==> config.mk <==
export PLATFORM = sky130hd
export DESIGN_NAME = circular_queue_with_replace
export DESIGN_NICKNAME = d
export VERILOG_FILES = /design/src/sv/cqr_pkg.sv /design/src/sv/cqr_ctrl.sv /design/src/sv/cqr_datapath.sv /design/src/sv/circular_queue_with_replace.sv
export SDC_FILE = /design/constraint.sdc
export NUM_CORES = 1
export LEC_CHECK = 0
export ABC_CLOCK_PERIOD_IN_PS = 5700
export BUFFER_PORTS_ARGS = -buffer_cell sky130_fd_sc_hd__clkbuf_2
export CAP_MARGIN = 20
export CORE_ASPECT_RATIO = 0.75
export CORE_MARGIN = 2
export CORE_UTILIZATION = 25
export CTS_CLUSTER_DIAMETER = 100
export DETAILED_ROUTE_END_ITERATION = 12
export SLEW_MARGIN = 20
export SYNTH_ARGS = -nofsm -noshare
export SYNTH_HDL_FRONTEND = slang
export SYNTH_HIERARCHICAL = 1
export SYNTH_SLANG_ARGS = --single-unit
==> constraint.sdc <==
create_clock -name clock -period 5.7 [get_ports clock]
set_input_delay 0 -clock clock [delete_from_list [all_inputs] [get_ports clock]]
set_output_delay 0 -clock clock [all_outputs]
set_load 0.02 [all_outputs]
==> src/sv/cqr_pkg.sv <==
// cqr_pkg: types, codes and constants shared by the circular queue with replace
// used by cqr_ctrl, cqr_datapath and circular_queue_with_replace
`default_nettype none

package cqr_pkg;

   localparam int DEPTH_DEFAULT = 8;
   localparam int DATA_W        = 32;

   typedef enum logic [1:0] {
      OP_INSERT  = 2'd0,
      OP_DELETE  = 2'd1,
      OP_MODIFY  = 2'd2,
      OP_DISPLAY = 2'd3
   } op_type;

   typedef enum logic [1:0] {
      STAT_OK       = 2'd0,
      STAT_FULL     = 2'd1,
      STAT_EMPTY    = 2'd2,
      STAT_NOTFOUND = 2'd3
   } status_type;

   typedef enum logic [1:0] {
      ST_IDLE,
      ST_DECODE,
      ST_SCAN
   } state_type;

   typedef struct packed {
      op_type                    op;
      logic signed [DATA_W-1:0]  value;
      logic signed [DATA_W-1:0]  new_value;
   } req_type;

   typedef struct packed {
      status_type                status;
      logic signed [DATA_W-1:0]  data;
      logic                      last;
   } rsp_type;

   // controller to datapath
   typedef struct packed {
      logic       accept;      // latch request, start scan at head
      logic       issue_read;  // read entry at scan pointer, step pointer
      logic       write_ins;   // write value at tail, push
      logic       write_mod;   // overwrite scanned entry with new_value
      logic       pop;         // drop oldest entry
      logic       emit;        // load result register
      status_type emit_status;
      logic       emit_rd;     // result data from read entry, else zero
      logic       emit_last;
   } cmd_type;

   // datapath to controller
   typedef struct packed {
      op_type op;
      logic   empty;
      logic   full;
      logic   match;      // read entry equals searched value
      logic   left_zero;  // no held entry after the one just read
      logic   out_free;   // result register can take an item this cycle
   } sts_type;

endpackage

`default_nettype wire

==> src/sv/cqr_ctrl.sv <==
// cqr_ctrl: sequencing state machine of the circular queue with replace
// depends on cqr_pkg; drives cqr_datapath through cmd_type, reads sts_type
`default_nettype none

module cqr_ctrl (
   input  wire logic            clock,
   input  wire logic            reset,
   input  wire logic            req_valid,
   output logic                 req_stall,
   input  cqr_pkg::sts_type     sts,
   output cqr_pkg::cmd_type     cmd
);
   import cqr_pkg::*;

   state_type state_ff, state_in;

   always_ff @(posedge clock) begin
      if (reset) begin
         state_ff <= ST_IDLE;
      end else begin
         state_ff <= state_in;
      end
   end

   always_comb begin
      state_in        = state_ff;
      cmd             = '0;
      cmd.emit_status = STAT_OK;
      req_stall       = 1'b1;
      case (state_ff)
         ST_IDLE: begin
            req_stall = 1'b0;
            if (req_valid) begin
               cmd.accept = 1'b1;
               state_in   = ST_DECODE;
            end
         end
         ST_DECODE: begin
            if (sts.op == OP_INSERT) begin
               if (sts.out_free) begin
                  cmd.emit        = 1'b1;
                  cmd.emit_last   = 1'b1;
                  cmd.emit_status = sts.full ? STAT_FULL : STAT_OK;
                  cmd.write_ins   = !sts.full;
                  state_in        = ST_IDLE;
               end
            end else if (sts.empty) begin
               if (sts.out_free) begin
                  cmd.emit        = 1'b1;
                  cmd.emit_last   = 1'b1;
                  cmd.emit_status = STAT_EMPTY;
                  state_in        = ST_IDLE;
               end
            end else begin
               cmd.issue_read = 1'b1;
               state_in       = ST_SCAN;
            end
         end
         ST_SCAN: begin
            case (sts.op)
               OP_DELETE: begin
                  if (sts.out_free) begin
                     cmd.emit      = 1'b1;
                     cmd.emit_rd   = 1'b1;
                     cmd.emit_last = 1'b1;
                     cmd.pop       = 1'b1;
                     state_in      = ST_IDLE;
                  end
               end
               OP_MODIFY: begin
                  if (sts.match) begin
                     if (sts.out_free) begin
                        cmd.emit      = 1'b1;
                        cmd.emit_last = 1'b1;
                        cmd.write_mod = 1'b1;
                        state_in      = ST_IDLE;
                     end
                  end else if (sts.left_zero) begin
                     if (sts.out_free) begin
                        cmd.emit        = 1'b1;
                        cmd.emit_last   = 1'b1;
                        cmd.emit_status = STAT_NOTFOUND;
                        state_in        = ST_IDLE;
                     end
                  end else begin
                     cmd.issue_read = 1'b1;
                  end
               end
               OP_DISPLAY: begin
                  if (sts.out_free) begin
                     cmd.emit      = 1'b1;
                     cmd.emit_rd   = 1'b1;
                     cmd.emit_last = sts.left_zero;
                     if (sts.left_zero) begin
                        state_in = ST_IDLE;
                     end else begin
                        cmd.issue_read = 1'b1;
                     end
                  end
               end
               default: begin
                  state_in = ST_IDLE;
               end
            endcase
         end
         default: begin
            state_in = ST_IDLE;
         end
      endcase
   end

endmodule

`default_nettype wire

==> src/sv/cqr_datapath.sv <==
// cqr_datapath: entry memory, head/tail/count, scan pointer and result register
// depends on cqr_pkg; commanded by cqr_ctrl
`default_nettype none

module cqr_datapath #(
   parameter int DEPTH = cqr_pkg::DEPTH_DEFAULT
) (
   input  wire logic            clock,
   input  wire logic            reset,
   input  cqr_pkg::req_type     req_item,
   input  wire logic            rsp_stall,
   output logic                 rsp_valid,
   output cqr_pkg::rsp_type     rsp_item,
   input  cqr_pkg::cmd_type     cmd,
   output cqr_pkg::sts_type     sts
);
   import cqr_pkg::*;

   localparam int ADDR_W = (DEPTH > 1) ? $clog2(DEPTH) : 1;
   localparam int CNT_W  = $clog2(DEPTH + 1);

   logic [DATA_W-1:0] mem [DEPTH];

   req_type           req_ff;
   logic [ADDR_W-1:0] head_ff, tail_ff, ptr_ff, addr_ff;
   logic [CNT_W-1:0]  count_ff, left_ff;
   logic [DATA_W-1:0] rd_data_ff;
   rsp_type           rsp_ff, rsp_in;
   logic              rsp_valid_ff;

   logic              wr_en;
   logic [ADDR_W-1:0] wr_addr;
   logic [DATA_W-1:0] wr_data;

   function automatic logic [ADDR_W-1:0] wrap_inc(input logic [ADDR_W-1:0] a);
      return (a == ADDR_W'(DEPTH - 1)) ? '0 : a + 1'b1;
   endfunction

   assign wr_en   = cmd.write_ins | cmd.write_mod;
   assign wr_addr = cmd.write_ins ? tail_ff : addr_ff;
   assign wr_data = cmd.write_ins ? req_ff.value : req_ff.new_value;

   always_ff @(posedge clock) begin
      if (wr_en) begin
         mem[wr_addr] <= wr_data;
      end
      if (cmd.issue_read) begin
         rd_data_ff <= mem[ptr_ff];
      end
   end

   always_ff @(posedge clock) begin
      if (cmd.accept) begin
         req_ff <= req_item;
      end
      if (cmd.issue_read) begin
         addr_ff <= ptr_ff;
      end
   end

   // scan pointer restarts at head for every item
   always_ff @(posedge clock) begin
      if (reset) begin
         head_ff  <= '0;
         tail_ff  <= '0;
         count_ff <= '0;
         ptr_ff   <= '0;
         left_ff  <= '0;
      end else begin
         if (cmd.accept) begin
            ptr_ff  <= head_ff;
            left_ff <= count_ff;
         end else if (cmd.issue_read) begin
            ptr_ff  <= wrap_inc(ptr_ff);
            left_ff <= left_ff - 1'b1;
         end
         if (cmd.write_ins) begin
            tail_ff  <= wrap_inc(tail_ff);
            count_ff <= count_ff + 1'b1;
         end else if (cmd.pop) begin
            head_ff  <= wrap_inc(head_ff);
            count_ff <= count_ff - 1'b1;
         end
      end
   end

   always_comb begin
      rsp_in.status = cmd.emit_status;
      rsp_in.data   = cmd.emit_rd ? rd_data_ff : '0;
      rsp_in.last   = cmd.emit_last;
   end

   always_ff @(posedge clock) begin
      if (reset) begin
         rsp_valid_ff <= 1'b0;
      end else if (cmd.emit) begin
         rsp_valid_ff <= 1'b1;
      end else if (!rsp_stall) begin
         rsp_valid_ff <= 1'b0;
      end
   end

   always_ff @(posedge clock) begin
      if (cmd.emit) begin
         rsp_ff <= rsp_in;
      end
   end

   assign rsp_valid = rsp_valid_ff;
   assign rsp_item  = rsp_ff;

   always_comb begin
      sts.op        = req_ff.op;
      sts.empty     = (count_ff == '0);
      sts.full      = (count_ff == CNT_W'(DEPTH));
      sts.match     = (rd_data_ff == req_ff.value);
      sts.left_zero = (left_ff == '0);
      sts.out_free  = !rsp_valid_ff || !rsp_stall;
   end

endmodule

`default_nettype wire

==> src/sv/circular_queue_with_replace.sv <==
// Circular queue of DEPTH signed 32-bit entries with insert, delete, modify
// (replace first match, oldest first) and display (every entry, oldest first,
// last marked). One item is taken at a time. Insert loads its result in the
// decode state; delete reads the oldest entry there and loads its result in
// the scan state. Modify reads entries in the scan state until a match or
// the end (up to DEPTH entries). Display loads one result a cycle while the
// output does not stall. Delete, modify or display on an empty queue loads
// its result in the decode state. The next item can be accepted in the cycle
// after the final result load. Entries come from the single-port entry
// memory, read one entry a cycle while no output stall holds the scan, with
// registered read data. A result waits in an output register while the
// output stalls, which holds up the item. The next item is accepted while the
// last result is still there.
// Depends on cqr_pkg, cqr_ctrl and cqr_datapath.
`default_nettype none

module circular_queue_with_replace #(
   parameter int DEPTH = cqr_pkg::DEPTH_DEFAULT
) (
   input  wire logic            clock,
   input  wire logic            reset,
   input  wire logic            req_valid,
   output logic                 req_stall,
   input  cqr_pkg::req_type     req_item,
   output logic                 rsp_valid,
   input  wire logic            rsp_stall,
   output cqr_pkg::rsp_type     rsp_item
);
   import cqr_pkg::*;

   cmd_type cmd;
   sts_type sts;

   cqr_ctrl u_ctrl (
      .clock     (clock),
      .reset     (reset),
      .req_valid (req_valid),
      .req_stall (req_stall),
      .sts       (sts),
      .cmd       (cmd)
   );

   cqr_datapath #(
      .DEPTH (DEPTH)
   ) u_datapath (
      .clock     (clock),
      .reset     (reset),
      .req_item  (req_item),
      .rsp_stall (rsp_stall),
      .rsp_valid (rsp_valid),
      .rsp_item  (rsp_item),
      .cmd       (cmd),
      .sts       (sts)
   );

   // one item in flight: stall right after an accept
   a_one_item: assert property (@(posedge clock) disable iff (reset)
      (req_valid && !req_stall) |=> req_stall)
      else $error("item accepted while another was in flight");

   a_emit_free: assert property (@(posedge clock) disable iff (reset)
      cmd.emit |-> sts.out_free)
      else $error("result loaded over a waiting result");

   a_mem_port: assert property (@(posedge clock) disable iff (reset)
      $onehot0({cmd.write_ins, cmd.write_mod, cmd.issue_read}))
      else $error("conflicting memory accesses");

   a_count_sane: assert property (@(posedge clock) disable iff (reset)
      !(sts.full && sts.empty))
      else $error("queue reported full and empty");

endmodule

`default_nettype wire
---- Word-level counts from Yosys, hierarchy flattened ----
Memories as Yosys holds them, arrays and structs flattened. A register that Yosys moved wholly into a read port is not among the register bits.
Cells that the tools add are included.
word-level totals
  bits in registers ....................... 124
  RAM bits ................................ 256
  input bits .............................. 70
  output and inout bits ................... 37
  word-level logic and storage cells ...... 115
  memories ................................ 1
memories
  memory          depth  bits a word  rd ports  clocked after memory_dff  write ports  line                text
  u_datapath.mem  8      32           1         1                         1            cqr_datapath.sv:22  logic [DATA_W-1:0] mem [DEPTH];
cells by class
  add/sub/neg operators ................... 6
  equality and inequality tests ........... 15
  mux-type cells .......................... 65
  bitwise operators ....................... 2
  reduce and logical (&&, ||, !) cells .... 12
operator list
  kind                   count
  $mux W3                12
  $eq A32 B32 Y1         1
  $mux W32               1
  $mux W1                26
  $mux W2                13
  $mux W4                4
  $pmux W2 S3            2
  $add A3 B1 Y3 const B  3
  $eq A3 B3 Y1 const B   3
  $logic_not A4 Y1       2
  $pmux W1 S2            4
  $sub A4 B1 Y4 const B  2
  $eq A2 B2 Y1 const B   3
  $pmux W1 S3            2
  $pmux W3 S2            1
  $add A4 B1 Y4 const B  1
  $eq A2 B1 Y1 const B   2
  $eq A4 B4 Y1 const B   1
  $logic_not A2 Y1       2
  $ne A4 B3 Y1 const B   1
  $reduce_and A4 Y1      1
  $reduce_bool A2 Y1     2
  $logic_not A1 Y1       3
  $ne A3 B2 Y1 const B   1
  7 further kinds        7

---- Depth between registers and ports, before layout ----
  word-level depth ........................ 9
  mapped depth ............................ 12
  depth with buffers taken out ............ 11

---- By module ----
Netlist, hierarchy kept.
by module, submodules not included
  module        times used  cells an instance  area an instance (µm²)  sequential area each (µm²)
  cqr_datapath  1           752                15,676.3                12,131.6
  cqr_ctrl      1           61                 486.7                   40.0

---- Worst setup path before layout ----
Ideal clock, no wire load.
  kind .................................... reg2reg
  start point ............................. register u_datapath.left_ff[0]
  end point ............................... register u_datapath.left_ff[3]
  library setup time ...................... 128 ps
  data arrival time ....................... 3,962 ps
  data required time ...................... 5,572 ps
  setup slack ............................. 1,611 ps
  stages on the path, launching flop included .. 12
  buffers on the path ..................... 1
  period minus slack after synthesis ...... 4,089 ps
  cells stage by stage .................... dfxtp_1 -> inv_1 -> ha_1 -> nor3b_1 -> and4bb_4 -> nor2_1 -> a21oi_1 -> buf_2 -> nor4b_1 -> xor2_1 -> mux2i_1 -> nor2_1
RTL lines
  element                   line                text
  start: declaration        cqr_datapath.sv:26  logic [CNT_W-1:0] count_ff, left_ff;
  start signal: assignment  cqr_datapath.sv:72  left_ff <= count_ff;
  start signal: assignment  cqr_datapath.sv:75  left_ff <= left_ff - 1'b1;

==> flow_summary.yaml <==
run_status:
  status: "finished clean"
grt:
  antenna_found_initial: 1
  gr-total-overflow: 0
  grt_max_degree: 53
  grt.total_usage_pct: 11.2
  grt_pass1_vias: 8404
  grt_first_pass_wirelength_mm: 55.6
synthesis:
  netlist_area_sq_mm: 0.0162
  synth-async-reset-ratio_pct: 0
  synth-seq-cells: 412
  yosys_warnings: 6
  netlist_instances: 813
  synth_ff_type: "edfxtp_1"
  synth_nets: 901
  synthXorXnorAreaFrac_pct: 2.00
  synth-compound-area-share_pct: 1.51
  synth_cell_type_count: 51
  synth_edf_count: 392
  yosys.area_share.adder_pct: 1.44
  synth_simple_gate_area_share_pct: 4.34
  synth_top_family_by_area: "multiplexers"
  synth.avg_cell_area_sq_um: 19.9
  synthMuxAreaShare_pct: 14.0
  ys_seq_area_share_pct: 75.3
clock_tree:
  cts_sinks: 412
  cts_tree: "built"
  cts_root_buffer: "clkbuf_16"
  cts_buffers: 41
  clock_path_buffers: 3
  h-tree-depth: 2
  path_clk_slew_ns: 0.06
  ctsResizeCount: 0
  cts_setup_buffers: 0
  clk_latency_ns: 0.56
cells_and_area:
  drive_gt1_share_pct: 31.8
  fin_util_pct: 31.1
  fin_cells: 1910
  layout_commonest_cell: "edfxtp_1"
  antenna_cells: 0
  area_delta_synth_final_pct: 22.5
  fin_nets: 1106
  layout_common_cells: "edfxtp_1, clkbuf_2, dlygate4sd3_1, mux2_2, mux4_2"
die:
  initial_core_util_pct: 25.3
  rows: 80
  ioPinCount: 107
  dieWidth_um: 298
  die_y_um: 224
  core_sq_mm: 0.0638
  die_area_sq_mm: 0.0667
sta:
  tightest_slew_ns: 0.986
  clock.fmax_mhz: 252
  layout_setup_ws_ns: 1.73
  fin_crit_sh_pct: 69.6
  timing.hold.ws_ns: 0.163
  rsz0062_at_grt: "no"
  finalCriticalPeriod_ns: 3.97
  setup_tns_ns: 0
  worst_clock_skew_ns: 0.0283
  drv_slew: 0
  final-setup-viol-count: 0
  slew_headroom_pct: 34.1
  hold_violations: 0
power_and_ir_drop:
  p_per_area_mw_per_mm2: 360
  cellLeakagePower_nw: 6.50
  ir_drop_uv: 188
routing:
  drt_iter0_markers: 578
  drt_wl_total_mm: 37.2
  vias: 8143
  drt_first_pass_iters: 5
  wire_per_inst_um: 19.5
  via_per_inst: 4.26
  drc: 0
  antenna_left: 0
flow_run:
  max_cap_violations: 0
placement:
  dp.cells: 1765
  port-buffer-count: 106
  dp_hpwl_mm: 23.3
  globalplace.congestion: 0.753
  place_ws_ns: 1.63
worst_setup_path:
  slowest_stage: "nor2_2"
  crit_path_start_kind: "flip-flop"
  critPathMaxFanout: 18
  cp-end-kind: "flip-flop"
  slowest_delay_ns: 0.79
  arrival_ns: 4.18
  crit_required_ns: 5.92
  critical_path_class: "flip-flop to flip-flop"
  worstPathCellList: "xor2_1, nor4_1, nand4_1, nor2_1, and4_1, and3_1, a21oi_1, nor2_2, buf_4"
worst_hold_path:
  holdCritPathClass: "primary input to flip-flop"
[Yosys cell counts, types with 3 or more instances]
master    number  area share [%]
a21oi_1       20            0.62
and2_1        33             1.3
and3_1         4            0.15
buf_2          9            0.28
buf_4          3            0.14
buf_6          5            0.35
clkbuf_1      16            0.37
dfxtp_1       20             2.5
edfxtp_1     392              73
ha_1          17             1.3
inv_1          9            0.21
mux2_2        65             4.5
mux2i_1        9            0.56
mux4_2        64             8.9
nand2_1       10            0.23
nand2b_1       3            0.12
nand4_1        4            0.15
nor2_1        37            0.86
nor3_1         7            0.22
nor3b_1        4            0.19
nor4_1         9            0.35
xor2_1        35             1.9
[final cells by class]
cell class	count	area (sq um)
inverter	10	37.5
clock inverter	21	188
fill	6207	44000
clock buffer	53	1080
tap	861	1080
sequential	412	12200
multi-input combinational	357	3820
timing repair buffer	196	1420
[metrics by stage]
stage          power (mW)  instance area (sq um)
2_1_floorplan        4.27                  16200
3_3_place_gp         4.58                  17800
3_5_place_dp         4.60                  17800
4_1_cts              7.23                  19800
5_1_grt              7.43                  19800
6_report             7.13                  19800
[metal layers]
layer  wire, um  vias up  GRT usage (%)
li1           -     3641              -
met3       2150       48           2.31
met4        596        0           2.49
met1      17000     4243           15.6
met2      17500      211           17.9
met5          0        -              0
[report_power, final]
| group | switching, mW | internal [mW] | total (mW) |
|---|---|---|---|
| Combinational | 0.532 | 0.274 | 0.806 |
| Clock | 1.13 | 1.44 | 2.57 |
| Sequential | 0.0952 | 3.66 | 3.75 |
[sequential cells by signal (all words and copies together) (netlist names), 3 cells and up]
signal and count:
u_datapath/tail_ff 3, u_datapath/addr_ff 3, u_datapath/head_ff 3, u_datapath/count_ff 4
u_datapath/left_ff 4, u_datapath/req_ff 64, u_datapath/ptr_ff 3, u_datapath/rsp_item 35
u_datapath/rd_data_ff 32, u_datapath/mem 256
[cell families (layout without fill, tap and decap cells)]
| group | after synthesis | after routing |
|---|---|---|
| buffers and inverters | 44 | 280 |
| flip-flops | 412 | 412 |
| AND/OR/NAND/NOR | 126 | 126 |
| AO/OA/AOI/OAI | 38 | 38 |
| adder cells (fa/ha/maj) | 18 | 18 |
| XOR/XNOR | 37 | 37 |
| multiplexers | 138 | 138 |
[what timing repair did]
| action | in CTS | in global routing |
|---|---|---|
| hold buffers | 70 | 0 |
| endpoints found under the setup margin | 0 | 0 |
| hold endpoints to repair | 78 | 0 |
[path summary, 6_finish.rpt]
path              cells past startpoint  slack (ns)                            endpoint                               start
setup reg to reg                      9        1.73     u_datapath/mem[1][15]$_DFFE_PP_     u_datapath/req_ff[59]$_DFFE_PP_
setup / recovery                      9        1.73     u_datapath/mem[1][15]$_DFFE_PP_     u_datapath/req_ff[59]$_DFFE_PP_
hold / removal                        2        0.16     u_datapath/req_ff[25]$_DFFE_PP_                        req_item[25]
hold reg to reg                       2        0.48  u_datapath/head_ff[1]$_SDFFE_PP0P_  u_datapath/head_ff[1]$_SDFFE_PP0P_
[worst max-delay path: cells and delay by family (launching register included)]
family | cells | cell delay [ns]
xor gates and xnor gates | 1 | 0.20
DFF | 1 | 0.48
AOI/OAI and AO/OA | 1 | 0.10
buffers and inverters | 1 | 0.43
and+or+nand+nor | 6 | 2.39
(Power assumes the default switching activity.)
